==> config.mk <==
export PLATFORM = sky130hd
export DESIGN_NAME = spvg_divider
export DESIGN_NICKNAME = d
export VERILOG_FILES = /design/src/rtl/spvg_pkg.sv /design/src/rtl/spvg_divider.sv
export SDC_FILE = /design/constraint.sdc
export NUM_CORES = 1
export LEC_CHECK = 0
export ABC_AREA = 1
export BUFFER_PORTS_ARGS = -buffer_cell sky130_fd_sc_hd__buf_2
export CORE_UTILIZATION = 52
export DETAILED_ROUTE_END_ITERATION = 8
export GPL_TIMING_DRIVEN = 0
export HOLD_SLACK_MARGIN = 0.03
export PLACE_DENSITY = 0.8
export RECOVER_POWER = 25
export SKIP_CTS_REPAIR_TIMING = 1
export SLEW_MARGIN = 15
export SYNTH_ARGS = -nofsm -noshare
export SYNTH_HDL_FRONTEND = slang
export SYNTH_SLANG_ARGS = --single-unit
==> constraint.sdc <==
create_clock -name clock -period 2.65 [get_ports clock]
set_clock_uncertainty 0.1 [all_clocks]
set_input_delay 0.53 -clock clock [delete_from_list [all_inputs] [get_ports clock]]
set_output_delay 0.53 -clock clock [all_outputs]
set_load 0.005 [all_outputs]
==> src/rtl/spvg_pkg.sv <==
// ----------------------------------------------------------------------------
// Star polygon vertex generator package
// Shared types, constants and the CORDIC arctangent table.
// ----------------------------------------------------------------------------
package spvg_pkg;

   localparam int COORD_W = 24;

   typedef struct packed {
      logic signed [COORD_W-1:0] center_x;
      logic signed [COORD_W-1:0] center_y;
      logic signed [COORD_W-1:0] point_x;
      logic signed [COORD_W-1:0] point_y;
   } req_type;

   typedef struct packed {
      logic signed [COORD_W-1:0] vertex_x;
      logic signed [COORD_W-1:0] vertex_y;
      logic [5:0]                vertex_index;
      logic                      last_vertex;
   } rsp_type;

   localparam logic csr_index_vertex_count = 1'b0;
   localparam logic csr_index_inner_ratio  = 1'b1;

   localparam int CSR_W = 7;

   typedef enum logic [3:0] {
      ST_IDLE, ST_ANGLE, ST_DIV, ST_ITER, ST_GX, ST_GY,
      ST_RX, ST_RY, ST_DX, ST_DY, ST_OUT
   } state_type;

   function automatic logic [31:0] atan_entry(input logic [4:0] i);
      logic [31:0] r;
      begin
         case (i)
            5'd0:  r = 32'h20000000;  5'd1:  r = 32'h12E4051E;
            5'd2:  r = 32'h09FB385B;  5'd3:  r = 32'h051111D4;
            5'd4:  r = 32'h028B0D43;  5'd5:  r = 32'h0145D7E1;
            5'd6:  r = 32'h00A2F61E;  5'd7:  r = 32'h00517C55;
            5'd8:  r = 32'h0028BE53;  5'd9:  r = 32'h00145F2F;
            5'd10: r = 32'h000A2F98;  5'd11: r = 32'h000517CC;
            5'd12: r = 32'h00028BE6;  5'd13: r = 32'h000145F3;
            5'd14: r = 32'h0000A2FA;  5'd15: r = 32'h0000517D;
            5'd16: r = 32'h000028BE;  5'd17: r = 32'h0000145F;
            5'd18: r = 32'h00000A30;  5'd19: r = 32'h00000518;
            5'd20: r = 32'h0000028C;  5'd21: r = 32'h00000146;
            5'd22: r = 32'h000000A3;  5'd23: r = 32'h00000051;
            default: r = 32'h0;
         endcase
         return r;
      end
   endfunction

endpackage

==> src/rtl/spvg_divider.sv <==
// ----------------------------------------------------------------------------
// Restoring divider
// Unsigned 40 by 7 bit division, one quotient bit per cycle.
// ----------------------------------------------------------------------------
module spvg_divider
   import spvg_pkg::*;
(
   input  logic        clock,
   input  logic        reset,
   input  logic        start,
   input  logic [39:0] dividend,
   input  logic [6:0]  divisor,
   output logic        done,
   output logic [39:0] quotient
);

   logic [5:0]  count_ff, count_in;
   logic [39:0] quot_ff, quot_in;
   logic [7:0]  rem_ff, rem_in;
   logic        busy_ff, busy_in;
   logic [7:0]  trial;

   always_comb begin
      count_in = count_ff;
      quot_in  = quot_ff;
      rem_in   = rem_ff;
      busy_in  = busy_ff;
      trial    = {rem_ff[6:0], quot_ff[39]};
      if (start) begin
         quot_in  = dividend;
         rem_in   = '0;
         count_in = 6'd40;
         busy_in  = 1'b1;
      end else if (busy_ff) begin
         if (trial >= {1'b0, divisor}) begin
            rem_in  = trial - {1'b0, divisor};
            quot_in = {quot_ff[38:0], 1'b1};
         end else begin
            rem_in  = trial;
            quot_in = {quot_ff[38:0], 1'b0};
         end
         count_in = count_ff - 6'd1;
         if (count_ff == 6'd1) busy_in = 1'b0;
      end
   end

   always_ff @(posedge clock) begin
      if (reset) begin
         busy_ff  <= 1'b0;
         count_ff <= '0;
      end else begin
         busy_ff  <= busy_in;
         count_ff <= count_in;
      end
      quot_ff <= quot_in;
      rem_ff  <= rem_in;
   end

   assign done     = busy_ff && (count_ff == 6'd1);
   assign quotient = {quot_ff[38:0], (trial >= {1'b0, divisor})};

endmodule

After elaboration in Yosys (flattened, before gate mapping):

Cells that the tools add are included.
Widths: inputs -> output; s select.

* output and inout bits: 41
* register bits: 54
* word-level logic and storage cells: 21
* bits of input ports: 50

* magnitude comparators: 1
* equal/unequal tests: 1
* reduce and logical (&&, ||, !) cells: 3
* add/sub/neg operators: 2
* muxes and demuxes: 9

Operator list (count)
* $mux 40: 2
* $mux 6: 2
* $ge 8x7->1: 1
* $mux 7: 1
* $sub 7x7->7: 1
* $eq 6x1->1 const B: 1
* $sub 6x1->6 const B: 1
* $mux 1: 4
* $reduce_bool 2->1: 1
* $reduce_or 2->1: 1
* $logic_and 1x1->1: 1

Longest topological paths before layout:

* depth after elaboration: 4
* gate-level depth with buffers: 12
* gate-level depth less buffers: 12

Least setup slack after synthesis:

No wires, ideal clock.

* kind: input to output
* start point: input divisor[0]
* end point: output quotient[0]
* buffers on the path: 0
* setup slack: 493 ps
* data arrival time: 1527 ps
* stages on the path: 7
* cells stage by stage: ha_1 -> fa_1 -> inv_1 -> nand2_1 -> nand2_1 -> nand3_1 -> nand3_4

* cells in the longest elaborated chain, start to end: 1

RTL lines
* start, declared: RTL line spvg_divider.sv:12 `input logic [6:0] divisor,`
* $ge 8x7->1: RTL line spvg_divider.sv:60 `assign quotient = {quot_ff[38:0], (trial >= {1'b0, divisor})};`
* end, declared: RTL line spvg_divider.sv:14 `output logic [39:0] quotient`

No other way between the ends.

Worst setup path after layout:

* start point: register quot_ff[39]
* end point: output quotient[0]

* cells in the longest elaborated chain, start to end: 1

RTL lines
* start, declared: RTL line spvg_divider.sv:18 `logic [39:0] quot_ff, quot_in;`
* start signal, assigned: RTL line spvg_divider.sv:55 `quot_ff <= quot_in;`
* $ge 8x7->1: RTL line spvg_divider.sv:60

No other way between the ends.

==> flow_metrics.env <==
export IMPL_ys_ff_latch=54
export IMPL_fmax_ghz=0.402
export IMPL_hpwl_mm=4.73
export IMPL_yosys_warnings=0
export IMPL_crit_required_ns=2.02
export IMPL_rr_startpoint="busy_ff"
export IMPL_start_util_pct=54.5
export IMPL_antenna_found_initial=0
export IMPL_hold_path_class="primary input to flip-flop"
export IMPL_yosysMostFrequentCell="nand2_1"
export IMPL_place_congestion=0.867
export IMPL_synth_area_leaders="edfxtp_1 (40%), nand2_1 (20%), buf_4 (9.6%), dfxtp_1 (9.2%), inv_1 (4.2%)"
export IMPL_crit_type="flip-flop to primary output"
export IMPL_coreArea_um2=5570
export IMPL_avgSynthCellArea_um2=8.11
export IMPL_min_from="reset"
export IMPL_hold_viol_final=0
export IMPL_ff_latch_area_um2=1480
export IMPL_rsz0062_at_grt="false"
export IMPL_synth_top_area_share_pct=39.5
export IMPL_multiInputGateArea_um2=1100
export IMPL_path_buf_inv=3
export IMPL_slew_limit_headroom_pct=36.8
export IMPL_cp_max_fo=8
export IMPL_cp_slowest_cell="fa_2"
export IMPL_root_buffer="clkbuf_8"
export IMPL_die_y_um=78.5
export IMPL_grtUsageTotal_pct=21.0
export IMPL_dr_first_iter_drc_count=123
export IMPL_synth_yosys_seq_area_share_pct=48.7
export IMPL_diodes=0
export IMPL_drv_cap=0
export IMPL_power_density_nw_per_um2=526
export IMPL_synthFlopType="edfxtp_1"
export IMPL_grt_pass1_wl_mm=10.0
export IMPL_die_area_um2=6160
export IMPL_status="complete, no violations"
export IMPL_first_pass_iters=4
export IMPL_yosysUniqueCellTypes=24
export IMPL_worstMarginPinSlew_ns=0.948
export IMPL_synth_cells=375
export IMPL_critPathTopFamily="adder cells"
export IMPL_grt_max_degree=41
export IMPL_synth_nets=435
export IMPL_worstSetupEndpointType="primary output"
export IMPL_ys_top_cells_by_count="nand2_1 (166), edfxtp_1 (40), buf_4 (39)"
export IMPL_yosysTopAreaCell="edfxtp_1"
export IMPL_synth_edff_count=40
export IMPL_ios=91
export IMPL_vias_per_cell=4.68
export IMPL_worst_ep_arrival_time_ns=1.86
export IMPL_ir_drop_v=0.000408
export IMPL_die_w_um=78.5
export IMPL_clk_pin_slew_worst_paths_ns=0.09
export IMPL_nFillCells=503
export IMPL_wl_per_cell_um=11.4
export IMPL_drive_gt1_share_pct=29.6
export IMPL_syn_cell_area_um2=3040
export IMPL_tns_ns=0
export IMPL_ant_nets=0
export IMPL_worstSetupStartpoint="quot_ff[39]"
export IMPL_p_leak_nw=1.96
export IMPL_syn_to_final_growth_pct=20.5
export IMPL_row_count=27
export IMPL_htree_levels=2
export IMPL_drt_wl_total_mm=6.22
export IMPL_port_buffers=89
export IMPL_critPathLaunchType="flip-flop"
export IMPL_post_route_min_period_ns=2.49
export IMPL_grt_pass1_vias=2283
export IMPL_clk_latency_ns=0.30
export IMPL_slew_violations=0
export IMPL_async_flop_share_pct=0
export IMPL_grt_overflow_total=0
export IMPL_final_nets=532
export IMPL_critPathMaxStageDelay_ns=0.36
export IMPL_period_share_pct=93.8
export IMPL_vias=2552
export IMPL_cts_buffer_depth=2
export IMPL_cts_tree="built"
export IMPL_path_cells="inv_1 -> ha_1 -> fa_2 -> inv_1 -> nand2_1 -> nand2_1 -> nand3_1 -> nand3_4 -> buf_2"
export IMPL_cts_num_sinks=54
export IMPL_setup_viol=0
export IMPL_total_power_w=0.00193
export IMPL_drc=0
export IMPL_cts_made_buffers=5
stage by stage:
step                std cells  setup WS [ns]  hold slack, ns  instance area [um^2]  util [%]
floorplan                 375          0.493           0.342                  3040         -
global placement          536          0.139           0.357                  3580      64.2
detailed placement        537          0.159           0.363                  3600      64.5
CTS                       545         0.0924           0.309                  3680      66.0
global route              545         0.0131           0.318                  3660      65.7
finish                    545          0.165           0.312                  3660      65.7
power by group:
part           internal [W]  switching, W  leakage, nW
Sequential          0.00101     0.0000428        0.526
Combinational      0.000220      0.000220         1.39
Clock              0.000182      0.000257       0.0426
Total               0.00141      0.000520         1.96
cell families (layout without fill, tap and decap cells):
logic type               Yosys count  after routing  synth area share [%]
AO/OA/AOI/OAI                     12             12                  2.55
XOR/XNOR                           2              2                 0.576
adder cells (fa/ha/maj)           10             10                  4.36
buffers and inverters             83            181                  15.1
flip-flops                        54             54                  48.7
AND/OR/NAND/NOR                  214            214                  28.6
metal layers:
| metal | GRT usage (%) | up-vias | wire, um |
|---|---|---|---|
| met4 | 7.41 | 0 | 103 |
| met5 | 0 | - | 0 |
| met3 | 3.84 | 11 | 315 |
| met2 | 34.8 | 77 | 2920 |
| li1 | - | 1342 | - |
| met1 | 27.6 | 1122 | 2890 |
cell type report:
cell class / count / share of cell area, %
repair buffers: 90 / 12.3
inverters: 35 / 3.59
plain buffers: 48 / 8.95
multi-input cells: 238 / 30.1
clock buffers: 6 / 1.98
flip-flops and latches: 54 / 40.4
well taps: 72 / 2.46
clock inverters: 2 / 0.239
placed cells by master (no fill, tap or decap), drive strengths merged:
cell      n
nand2   166
buf     129
edfxtp   40
inv      34
nand3    20
nor2     17
clkbuf   15
dfxtp    14
ha        9
nor3      4
nand3b    4
o21ai     4
a21oi     4
a31oi     3
clkinv    3
nand4     2
xor2      2
or2       1
a211oi    1
fa        1
path summary, 6_finish.rpt:
check                      to  slack, ns  depth (start not counted)
setup / recovery  quotient[0]       0.16                          9
hold / removal    count_ff[3]       0.31                          2
setup reg to reg  quot_ff[31]       0.65                          3
hold reg to reg     rem_ff[6]       0.37                          2
sequential cells by signal (all words and copies together), names as in the netlist:
name      cells
quot_ff      40
rem_ff        7
count_ff      6
busy_ff       1
Note: power is estimated with default switching activity, not from simulation.
